## src/design/rdfd_pkg.sv

```systemverilog
// Shared types and constants for the run-length / delta frame decoder.
// No dependencies; used by rdfd_ctrl, rdfd_dp and the top level.
`default_nettype none
package rdfd_pkg;

  localparam int CODE_W    = 8;
  localparam int FRAME_W   = 16;
  localparam int ADDR_W    = 16;
  localparam int MODE_W    = 2;
  localparam int PEND_W    = 4;
  localparam int RUN_CNT_W = 5;
  localparam int CFG_IDX_W = 2;
  localparam int CFG_DAT_W = 16;

  localparam logic [CODE_W-1:0]    RUN_CODE_MAX   = 8'h0F;
  localparam logic [CODE_W-1:0]    DELTA_CODE_MAX = 8'h0E;
  localparam logic [CODE_W-1:0]    SKIP_VALUE     = 8'h0F;
  // first item of a run is issued on decode, so the counter holds the rest
  localparam logic [RUN_CNT_W-1:0] RUN_REST_BIAS  = 5'd2;

  localparam logic [MODE_W-1:0]  MODE_COPY  = 2'd0;
  localparam logic [MODE_W-1:0]  MODE_RLE   = 2'd1;
  localparam logic [MODE_W-1:0]  MODE_DELTA = 2'd2;

  localparam logic [CFG_IDX_W-1:0] REG_DECODE_MODE  = 2'd0;
  localparam logic [CFG_IDX_W-1:0] REG_FRAME_PIXELS = 2'd1;

  localparam logic [FRAME_W-1:0] FRAME_PIXELS_RST = 16'd64000;

  typedef struct packed {
    logic emit;        // load the output register
    logic emit_write;  // write flag before the overflow check
    logic emit_last;   // last result of this item
    logic load_run;    // load remaining count from the pending code
    logic run_step;    // count one run result
    logic set_pending; // store a run code
    logic clear_wait;  // drop the waiting run
    logic consume;     // item finished: free the holding register
  } ctrl_cmd_t;

  typedef struct packed {
    logic hold_valid;
    logic mode_copy;
    logic run_waiting;
    logic is_code;
    logic skip;
    logic cnt_one;
    logic out_free;
  } dp_status_t;

endpackage
`default_nettype wire

```

## src/design/rdfd_ctrl.sv

```systemverilog
// Controller of the frame decoder: decides per held item what the datapath does.
// Depends on rdfd_pkg.
`default_nettype none
module rdfd_ctrl (
  input  wire                 clk,
  input  wire                 rst_n,
  input  wire rdfd_pkg::dp_status_t st,
  output rdfd_pkg::ctrl_cmd_t  cmd
);

  localparam logic S_DECODE = 1'b0;
  localparam logic S_RUN    = 1'b1;

  logic state_r, state_nxt;

  always_ff @(posedge clk) begin
    if (!rst_n) begin
      state_r <= S_DECODE;
    end else begin
      state_r <= state_nxt;
    end
  end

  always_comb begin
    cmd       = '0;
    state_nxt = state_r;
    unique case (state_r)
      S_DECODE: begin
        if (st.hold_valid) begin
          if (st.mode_copy) begin
            if (st.out_free) begin
              cmd.emit       = 1'b1;
              cmd.emit_write = 1'b1;
              cmd.emit_last  = 1'b1;
              cmd.clear_wait = 1'b1;
              cmd.consume    = 1'b1;
            end
          end else if (st.run_waiting) begin
            // first result of the run; the rest come from S_RUN
            if (st.out_free) begin
              cmd.emit       = 1'b1;
              cmd.emit_write = !st.skip;
              cmd.load_run   = 1'b1;
              cmd.clear_wait = 1'b1;
              state_nxt      = S_RUN;
            end
          end else if (st.is_code) begin
            cmd.set_pending = 1'b1;
            cmd.consume     = 1'b1;
          end else if (st.out_free) begin
            cmd.emit       = 1'b1;
            cmd.emit_write = !st.skip;
            cmd.emit_last  = 1'b1;
            cmd.consume    = 1'b1;
          end
        end
      end
      S_RUN: begin
        if (st.out_free) begin
          cmd.emit       = 1'b1;
          cmd.emit_write = !st.skip;
          cmd.emit_last  = st.cnt_one;
          cmd.run_step   = 1'b1;
          if (st.cnt_one) begin
            cmd.consume = 1'b1;
            state_nxt   = S_DECODE;
          end
        end
      end
      default: state_nxt = S_DECODE;
    endcase
  end

endmodule
`default_nettype wire

```

## src/design/rdfd_dp.sv

```systemverilog
// Datapath of the frame decoder: holding register, config registers, run state,
// write position and the output register. Depends on rdfd_pkg.
`default_nettype none
module rdfd_dp #(
  parameter int ADDRESS_BITS = 16
) (
  input  wire                                   clk,
  input  wire                                   rst_n,
  input  wire                                   in_valid,
  output logic                                  in_stall,
  input  wire  [rdfd_pkg::CODE_W-1:0]           in_code_byte,
  input  wire                                   in_frame_last,
  output logic                                  out_valid,
  input  wire                                   out_stall,
  output logic [rdfd_pkg::ADDR_W-1:0]           out_pixel_address,
  output logic [rdfd_pkg::CODE_W-1:0]           out_pixel_value,
  output logic                                  out_write_pixel,
  output logic                                  out_run_last,
  output logic                                  out_overflow,
  input  wire                                   cfg_valid,
  output logic                                  cfg_ready,
  input  wire  [rdfd_pkg::CFG_IDX_W-1:0]        cfg_index,
  input  wire  [rdfd_pkg::CFG_DAT_W-1:0]        cfg_data,
  input  wire rdfd_pkg::ctrl_cmd_t              cmd,
  output rdfd_pkg::dp_status_t                  st
);

  localparam int POS_W = ADDRESS_BITS + 1;  // top bit marks saturation

  logic                               hold_valid_r;
  logic [rdfd_pkg::CODE_W-1:0]        hold_byte_r;
  logic                               hold_last_r;
  logic [rdfd_pkg::MODE_W-1:0]        mode_r;
  logic [rdfd_pkg::FRAME_W-1:0]       frame_pixels_r;
  logic [rdfd_pkg::PEND_W-1:0]        pending_r, pending_nxt;
  logic                               waiting_r, waiting_nxt;
  logic [POS_W-1:0]                   pos_r, pos_nxt;
  logic [rdfd_pkg::RUN_CNT_W-1:0]     cnt_r, cnt_nxt;
  logic                               out_valid_r;
  logic [rdfd_pkg::ADDR_W-1:0]        addr_r;
  logic [rdfd_pkg::CODE_W-1:0]        value_r;
  logic                               write_r, last_r, over_r;

  logic delta, over_now, out_free, in_take, cfg_take;

  assign delta     = mode_r[1];
  assign out_free  = !out_valid_r || !out_stall;
  assign in_stall  = hold_valid_r && !cmd.consume;
  assign in_take   = in_valid && !in_stall;
  assign cfg_ready = 1'b1;
  assign cfg_take  = cfg_valid && cfg_ready;
  assign over_now  = (32'(pos_r) >= 32'(frame_pixels_r)) || pos_r[ADDRESS_BITS];

  always_comb begin
    st.hold_valid  = hold_valid_r;
    st.mode_copy   = (mode_r == rdfd_pkg::MODE_COPY);
    st.run_waiting = waiting_r;
    st.is_code     = delta ? (hold_byte_r <= rdfd_pkg::DELTA_CODE_MAX)
                           : (hold_byte_r <= rdfd_pkg::RUN_CODE_MAX);
    st.skip        = delta && (hold_byte_r == rdfd_pkg::SKIP_VALUE);
    st.cnt_one     = (cnt_r == rdfd_pkg::RUN_CNT_W'(1));
    st.out_free    = out_free;
  end

  // run state and write position
  always_comb begin
    pending_nxt = pending_r;
    waiting_nxt = waiting_r;
    pos_nxt     = pos_r;
    cnt_nxt     = cnt_r;
    if (cmd.clear_wait) waiting_nxt = 1'b0;
    if (cmd.set_pending) begin
      pending_nxt = hold_byte_r[rdfd_pkg::PEND_W-1:0];
      waiting_nxt = 1'b1;
    end
    if (cmd.load_run)
      cnt_nxt = rdfd_pkg::RUN_CNT_W'(pending_r) + rdfd_pkg::RUN_REST_BIAS;
    else if (cmd.run_step)
      cnt_nxt = cnt_r - rdfd_pkg::RUN_CNT_W'(1);
    if (cmd.emit && !pos_r[ADDRESS_BITS]) pos_nxt = pos_r + POS_W'(1);
    if (cmd.consume && hold_last_r) begin
      // frame end: drop any unpaired code and restart at position zero
      waiting_nxt = 1'b0;
      pending_nxt = '0;
      pos_nxt     = '0;
    end
  end

  always_ff @(posedge clk) begin
    if (!rst_n) begin
      hold_valid_r   <= 1'b0;
      mode_r         <= rdfd_pkg::MODE_RLE;
      frame_pixels_r <= rdfd_pkg::FRAME_PIXELS_RST;
      pending_r      <= '0;
      waiting_r      <= 1'b0;
      pos_r          <= '0;
      cnt_r          <= '0;
      out_valid_r    <= 1'b0;
    end else begin
      pending_r <= pending_nxt;
      waiting_r <= waiting_nxt;
      pos_r     <= pos_nxt;
      cnt_r     <= cnt_nxt;
      if (in_take) begin
        hold_valid_r <= 1'b1;
      end else if (cmd.consume) begin
        hold_valid_r <= 1'b0;
      end
      if (cmd.emit) begin
        out_valid_r <= 1'b1;
      end else if (!out_stall) begin
        out_valid_r <= 1'b0;
      end
      if (cfg_take) begin
        unique case (cfg_index)
          rdfd_pkg::REG_DECODE_MODE:  mode_r <= cfg_data[rdfd_pkg::MODE_W-1:0];
          rdfd_pkg::REG_FRAME_PIXELS: frame_pixels_r <= cfg_data;
          default: ;
        endcase
      end
    end
  end

  // payload registers
  always_ff @(posedge clk) begin
    if (in_take) begin
      hold_byte_r <= in_code_byte;
      hold_last_r <= in_frame_last;
    end
    if (cmd.emit) begin
      addr_r  <= rdfd_pkg::ADDR_W'(pos_r);
      value_r <= hold_byte_r;
      write_r <= cmd.emit_write && !over_now;
      last_r  <= cmd.emit_last;
      over_r  <= over_now;
    end
  end

  assign out_valid         = out_valid_r;
  assign out_pixel_address = addr_r;
  assign out_pixel_value   = value_r;
  assign out_write_pixel   = write_r;
  assign out_run_last      = last_r;
  assign out_overflow      = over_r;

endmodule
`default_nettype wire

```

## src/design/rle_delta_frame_decoder_top.sv

```systemverilog
// Top level of the run-length / delta-skip frame decoder.
// Depends on rdfd_pkg, rdfd_ctrl and rdfd_dp.
//
//  channel | ports                                            | handshake
//  --------+--------------------------------------------------+---------------
//  input   | in_code_byte, in_frame_last                      | in_valid/in_stall
//  result  | out_pixel_address/value, out_write_pixel,        | out_valid/out_stall
//          | out_run_last, out_overflow                       |
//  config  | cfg_index, cfg_data                              | cfg_valid/cfg_ready
//
// Each item is registered in a holding register, where the controller works on it.
// A literal or copied byte gives one result, a run code none, and the byte after
// a run code gives code+3 results (one result a cycle while out_stall is low).
// Result stalls hold the controller; a held item not consumed stalls the input.
// Reset is synchronous, active low; there is no start-up sweep.
`default_nettype none
module rle_delta_frame_decoder_top #(
  parameter int ADDRESS_BITS = 16
) (
  input  wire                                clk,
  input  wire                                rst_n,
  input  wire                                in_valid,
  output logic                               in_stall,
  input  wire  [rdfd_pkg::CODE_W-1:0]        in_code_byte,
  input  wire                                in_frame_last,
  output logic                               out_valid,
  input  wire                                out_stall,
  output logic [rdfd_pkg::ADDR_W-1:0]        out_pixel_address,
  output logic [rdfd_pkg::CODE_W-1:0]        out_pixel_value,
  output logic                               out_write_pixel,
  output logic                               out_run_last,
  output logic                               out_overflow,
  input  wire                                cfg_valid,
  output logic                               cfg_ready,
  input  wire  [rdfd_pkg::CFG_IDX_W-1:0]     cfg_index,
  input  wire  [rdfd_pkg::CFG_DAT_W-1:0]     cfg_data
);

  rdfd_pkg::ctrl_cmd_t  cmd;
  rdfd_pkg::dp_status_t st;

  rdfd_ctrl u_ctrl (
    .clk   (clk),
    .rst_n (rst_n),
    .st    (st),
    .cmd   (cmd)
  );

  rdfd_dp #(
    .ADDRESS_BITS (ADDRESS_BITS)
  ) u_dp (
    .clk               (clk),
    .rst_n             (rst_n),
    .in_valid          (in_valid),
    .in_stall          (in_stall),
    .in_code_byte      (in_code_byte),
    .in_frame_last     (in_frame_last),
    .out_valid         (out_valid),
    .out_stall         (out_stall),
    .out_pixel_address (out_pixel_address),
    .out_pixel_value   (out_pixel_value),
    .out_write_pixel   (out_write_pixel),
    .out_run_last      (out_run_last),
    .out_overflow      (out_overflow),
    .cfg_valid         (cfg_valid),
    .cfg_ready         (cfg_ready),
    .cfg_index         (cfg_index),
    .cfg_data          (cfg_data),
    .cmd               (cmd),
    .st                (st)
  );

endmodule
`default_nettype wire
```

## config.mk

```make
export PLATFORM = sky130hd
export DESIGN_NAME = rle_delta_frame_decoder_top
export DESIGN_NICKNAME = d
export VERILOG_FILES = /design/src/design/rdfd_pkg.sv /design/src/design/rdfd_ctrl.sv /design/src/design/rdfd_dp.sv /design/src/design/rle_delta_frame_decoder_top.sv
export SDC_FILE = /design/constraint.sdc
export NUM_CORES = 1
export LEC_CHECK = 0
export ABC_AREA = 1
export ABC_CLOCK_PERIOD_IN_PS = 3600
export BUFFER_PORTS_ARGS = -buffer_cell sky130_fd_sc_hd__buf_2
export CAP_MARGIN = 0
export CORE_MARGIN = 5
export CORE_UTILIZATION = 45
export DETAILED_ROUTE_END_ITERATION = 10
export GPL_TIMING_DRIVEN = 0
export PLACE_DENSITY = 0.66
export SYNTH_ARGS = -nofsm -noshare
export SYNTH_HDL_FRONTEND = slang
export SYNTH_HIERARCHICAL = 1
export SYNTH_SLANG_ARGS = --single-unit
```

## constraint.sdc

```tcl
create_clock -name clk -period 3.6 [get_ports clk]
set_clock_uncertainty 0.2 [all_clocks]
set_input_delay 0.18 -clock clk [delete_from_list [all_inputs] [get_ports clk]]
set_output_delay 0.18 -clock clk [all_outputs]
set_load 0.005 [all_outputs]
```

## Yosys cells after proc, flatten, opt, wreduce, memory -nomap -nowiden

Cells that the tools add are included.

| cells by class | value |
|---|---|
| equality and inequality tests | 4 |
| shift operators | 0 |
| div/mod/pow operators | 0 |
| multipliers | 0 |
| order comparisons | 3 |
| add/subtract/negate cells | 3 |
| muxes and demuxes | 40 |
| bitwise logic cells | 2 |
| reductions and logical operators | 23 |

Operators by type and width:

| kind | count |
|---|---|
| $mux 1 | 23 |
| $mux 3 | 6 |
| $add 17x1->17 const B | 1 |
| $ge 17x16->1 | 1 |
| $le 8x4->1 const B | 2 |
| $mux 2 | 5 |
| $mux 5 | 2 |
| $eq 8x4->1 const B | 1 |
| $logic_not 1->1 | 7 |
| $logic_and 1x1->1 | 6 |
| $pmux 3 s2 | 1 |
| $reduce_bool 2->1 | 3 |
| $add 4x2->5 const B | 1 |
| $eq 5x1->1 const B | 1 |
| $sub 5x1->5 const B | 1 |
| $logic_not 2->1 | 2 |
| $mux 4 | 1 |
| $pmux 1 s2 | 2 |
| $reduce_and 2->1 | 2 |
| $eq 2x1->1 const B | 1 |
| $logic_or 1x1->1 | 2 |
| $ne 2x1->1 const B | 1 |
| $not 1->1 | 2 |
| $reduce_or 2->1 | 1 |

| storage, ports and cells | value |
|---|---|
| input port bits | 32 |
| bits in writable memories | 0 |
| memory bits (read-only) | 0 |
| register bits after elaboration | 84 |
| latch bits | 0 |
| memories | 0 |
| word-level logic and storage cells | 91 |
| output and inout bits | 30 |

## Logic depth before layout (Yosys ltp)

| logic depth | value |
|---|---|
| depth after elaboration | 13 |
| gate-level depth with buffers | 14 |
| mapped depth without buffers | 14 |

## By module

The synthesis kept the hierarchy.

By module, submodules not included:

| module | area an instance (µm²) | times used | seq. area each (µm²) | cells each |
|---|---|---|---|---|
| rdfd_dp | 3697.3 | 1 | 2021.9 | 397 |
| rdfd_ctrl | 225.2 | 1 | 20.0 | 40 |

## Worst setup path before layout

OpenSTA, ideal clock, no wires.

| timing path | value |
|---|---|
| kind | flip-flop to flip-flop |
| start point | register u_dp/hold_byte_r[6] (netlist name) |
| end point | register u_dp.pos_r[8] |
| period minus slack after synthesis | 2748 ps |
| slack | 852 ps |
| arrival | 2432 ps |
| data required time | 3284 ps |
| stages on the path, launching flop included | 12 |
| buffers on the path | 0 |
| cells stage by stage | edfxtp_1 > or4_1 > nor2_1 > nand3_1 > nand3_1 > nand2_1 > inv_2 > nor2_4 > nand3_4 > nand3b_1 > and2_1 > nor2_1 |

RTL lines:

| item | line | text |
|---|---|---|
| start, declared | rdfd_dp.sv:31 | `logic [rdfd_pkg::CODE_W-1:0] hold_byte_r;` |
| start signal, assigned | rdfd_dp.sv:127 | `hold_byte_r <= in_code_byte;` |
| end signal, assigned | rdfd_dp.sv:102 | `pos_r <= pos_nxt;` |
| end, declared | rdfd_dp.sv:37 | `logic [POS_W-1:0] pos_r, pos_nxt;` |

==> impl_metrics.tcl <==
set metrics [dict create \
    critical_path.cell_chain "or4_1 > nor2_1 > nand3_1 > inv_1 > nand2_1 > nand3_1 > inv_1 > nand2_1 > inv_1 > nor2_1" \
    leakagePower_nw 2.13 \
    drive_gt1_frac 0.199 \
    status "completed" \
    rows 34 \
    cp_slowest_cell "nor2_1" \
    clk_pin_slew_worst_paths_ns 0.08 \
    hold_class "in -> reg" \
    root_buffer "clkbuf_8" \
    routed_wl_um 8350 \
    grt_max_degree 31 \
    rsz0062_at_grt "no" \
    cp_data_arrival_time_ns 2.74 \
    drc_errors 0 \
    hold_viol 0 \
    h-tree-depth 3 \
    coreArea_um2 8590 \
    synth_cell_types 40 \
    vias 3197 \
    die_w_um 103 \
    period_needed_ns 2.95 \
    worst_path_most_repeated_cell "inv_1" \
    final_util 0.567 \
    antenna_cells 0 \
    syn_avg_cell_area_um2 8.98 \
    worstRegToRegCells 10 \
    grt_first_pass_wirelength_um 13400 \
    async_flop_share 0 \
    crit_type "reg -> reg" \
    syn_to_final_growth_pct 24.3 \
    grt.overflow.total 0 \
    crit_required_ns 3.39 \
    final_nets 594 \
    cp_slowest_stage_delay_ns 0.58 \
    preCtsSetupSlack_ns 0.200 \
    ys_ff_latch 84 \
    min_to "u_dp/frame_pixels_r[0]$_SDFFE_PN0P_" \
    start_util 0.456 \
    ys_seq_area_frac 0.521 \
    drt_iter0_markers 140 \
    setup_tns_ns 0 \
    clock_sinks 84 \
    synth_flop_cell "dfxtp_1" \
    fill_cells 775 \
    layout_setup_ws_ns 0.648 \
    drtAntennaViolNets 0 \
    numCtsBuffers 9 \
    pin_count 62 \
    r2r_slack_ns 0.65 \
    drtPass1Iterations 5 \
    syn_inst 437 \
    cts_max_path_buffers 2 \
    tightest_slew_ns 0.765 \
    holdPathStages 4 \
    drv_cap 0 \
    grt_pass1_vias 2993 \
    p_per_area_nw_per_um2 375 \
    viasPerCell 4.88 \
    slew_headroom 0.488 \
    worstSetupEndpointType "register" \
    max_freq_mhz 339 \
    cts_resized 0 \
    place.gp.congestion 0.906 \
    ir_worst_vdd_v 0.000178 \
    final_common_cell "nand2_1" \
    dieHeight_um 103 \
    layout_common_cells "89 x nand2_1, 65 x inv_1, 63 x buf_2" \
    setup_viol 0 \
    r2r-start "u_dp/hold_byte_r[7]$_DFFE_PP_" \
    cts_tree "done" \
    synth-edff-count 36 \
    synth_warnings 6 \
    regToRegEndpoint "u_dp/hold_byte_r[1]$_DFFE_PP_" \
    startpoint_type "register" \
    track_usage 0.163 \
    syn_area_um2 3920 \
    hp-start "cfg_index[1]" \
    worstSkewPairLatency_ns 0.35 \
    wire_per_inst_um 12.8 \
    antenna_found_initial 0 \
    dp_hpwl_um 6100 \
    die_area_um2 10700 \
    syn_nets 489 \
    crit_fanout 9 \
    numPortBuffers 60 \
    maxSlewViolCount 0 \
    post-route-period-util 0.820 \
]
[stage by stage]
step	hold WS, ns	cell area (um2)	cells	total power, mW
after floorplan	0.0789	3920	437	1.16
after global placement	0.157	4360	605	1.22
after detailed placement	0.161	4360	605	1.23
after CTS	0.0270	4870	655	1.85
after global routing	0.0569	4870	655	1.92
final	0.0438	4870	655	1.83
[worst max path at each step]
stage | slack [ns] | from | to | cells after the start
3_3_place_gp | 0.35 | u_dp/hold_byte_r[6]$_DFFE_PP_ | u_dp/pos_r[8]$_SDFFE_PP0P_ | 11
6_report | 0.65 | u_dp/hold_byte_r[7]$_DFFE_PP_ | u_dp/hold_byte_r[1]$_DFFE_PP_ | 10
5_1_grt | 0.40 | u_dp/hold_byte_r[6]$_DFFE_PP_ | u_dp/pos_r[12]$_SDFFE_PP0P_ | 12
3_5_place_dp | 0.20 | u_dp/hold_byte_r[6]$_DFFE_PP_ | u_dp/pos_r[8]$_SDFFE_PP0P_ | 11
4_1_cts | 0.18 | u_dp/hold_byte_r[6]$_DFFE_PP_ | u_dp/pos_r[8]$_SDFFE_PP0P_ | 11
2_1_floorplan | 0.85 | u_dp/hold_byte_r[6]$_DFFE_PP_ | u_dp/pos_r[8]$_SDFFE_PP0P_ | 11
[flip-flops by register name (all words and copies together), names as in the netlist, 2 cells and up]
register / cells
u_dp/frame_pixels_r: 16
u_dp/pending_r: 4
u_dp/mode_r: 2
u_dp/out_pixel_address: 16
u_dp/hold_byte_r: 8
u_dp/cnt_r: 5
u_dp/pos_r: 17
u_dp/out_pixel_value: 8
[synthesized netlist by cell type (2+ instances only)]
library cell | n | area, um2
a21o_1 | 2 | 15.0
a21oi_1 | 31 | 155
a31oi_1 | 3 | 18.8
and3_1 | 2 | 12.5
buf_2 | 3 | 15.0
buf_4 | 4 | 30.0
clkbuf_1 | 2 | 7.51
dfxtp_1 | 48 | 961
edfxtp_1 | 36 | 1080
ha_1 | 20 | 250
inv_1 | 65 | 244
inv_2 | 4 | 15.0
nand2_1 | 90 | 338
nand2_2 | 3 | 18.8
nand2_4 | 2 | 22.5
nand3_1 | 20 | 100
nand3_4 | 2 | 35.0
nand3b_1 | 2 | 15.0
nand4_1 | 5 | 31.3
nor2_1 | 33 | 124
nor2_4 | 6 | 67.6
nor2_8 | 2 | 40.0
nor3_1 | 8 | 40.0
o211ai_1 | 7 | 52.6
o21ai_0 | 21 | 105
xor2_1 | 2 | 17.5
[layout make-up]
type | count | area [um2] | share of cell area
plain buffers | 10 | 63.8 | 0.0131
clock buffers | 9 | 124 | 0.0254
clock inverters | 7 | 50.0 | 0.0103
inverters | 71 | 269 | 0.0552
multi-input cells | 272 | 1550 | 0.318
flip-flops and latches | 84 | 2040 | 0.419
well taps | 108 | 135 | 0.0277
repair buffers | 94 | 641 | 0.131
[per-layer routing]
metal	global-route usage	share of wire
met1	0.213	0.47
met5	0	0
met2	0.264	0.47
met3	0.0315	0.045
met4	0.0667	0.016
[power breakdown]
group | total, mW | internal [mW] | leakage (nW) | switching, mW
logic | 0.176 | 0.0800 | 1.32 | 0.0960
clock network | 0.598 | 0.253 | 0.0837 | 0.345
registers | 1.05 | 1.04 | 0.731 | 0.0167
[worst max-delay path, delay by kind of cell (launching register included)]
kind,cells,cell delay [ns]
buffers and inverters,3,0.19
AND/OR/NAND/NOR,7,1.78
flip-flops,1,0.41
[repair_timing]
| item | in CTS | in global routing |
|---|---|---|
| hold buffers | 34 | 0 |
| hold endpoints to repair | 31 | 0 |
| endpoints found under the setup margin | 0 | 0 |
| buffers inserted | 0 | 0 |
[cells by family (layout without fill, tap and decap cells)]
group,count (synthesis),in the layout,synth area share
AOI/OAI and AO/OA,68,68,0.0982
xor gates and xnor gates,2,2,0.00447
adders and majority gates,20,20,0.0638
buffers and inverters,81,191,0.0848
DFF,84,84,0.521
other,1,1,0.000956
and+or+nand+nor,181,181,0.227
Note: power is estimated with default switching activity, not from simulation.
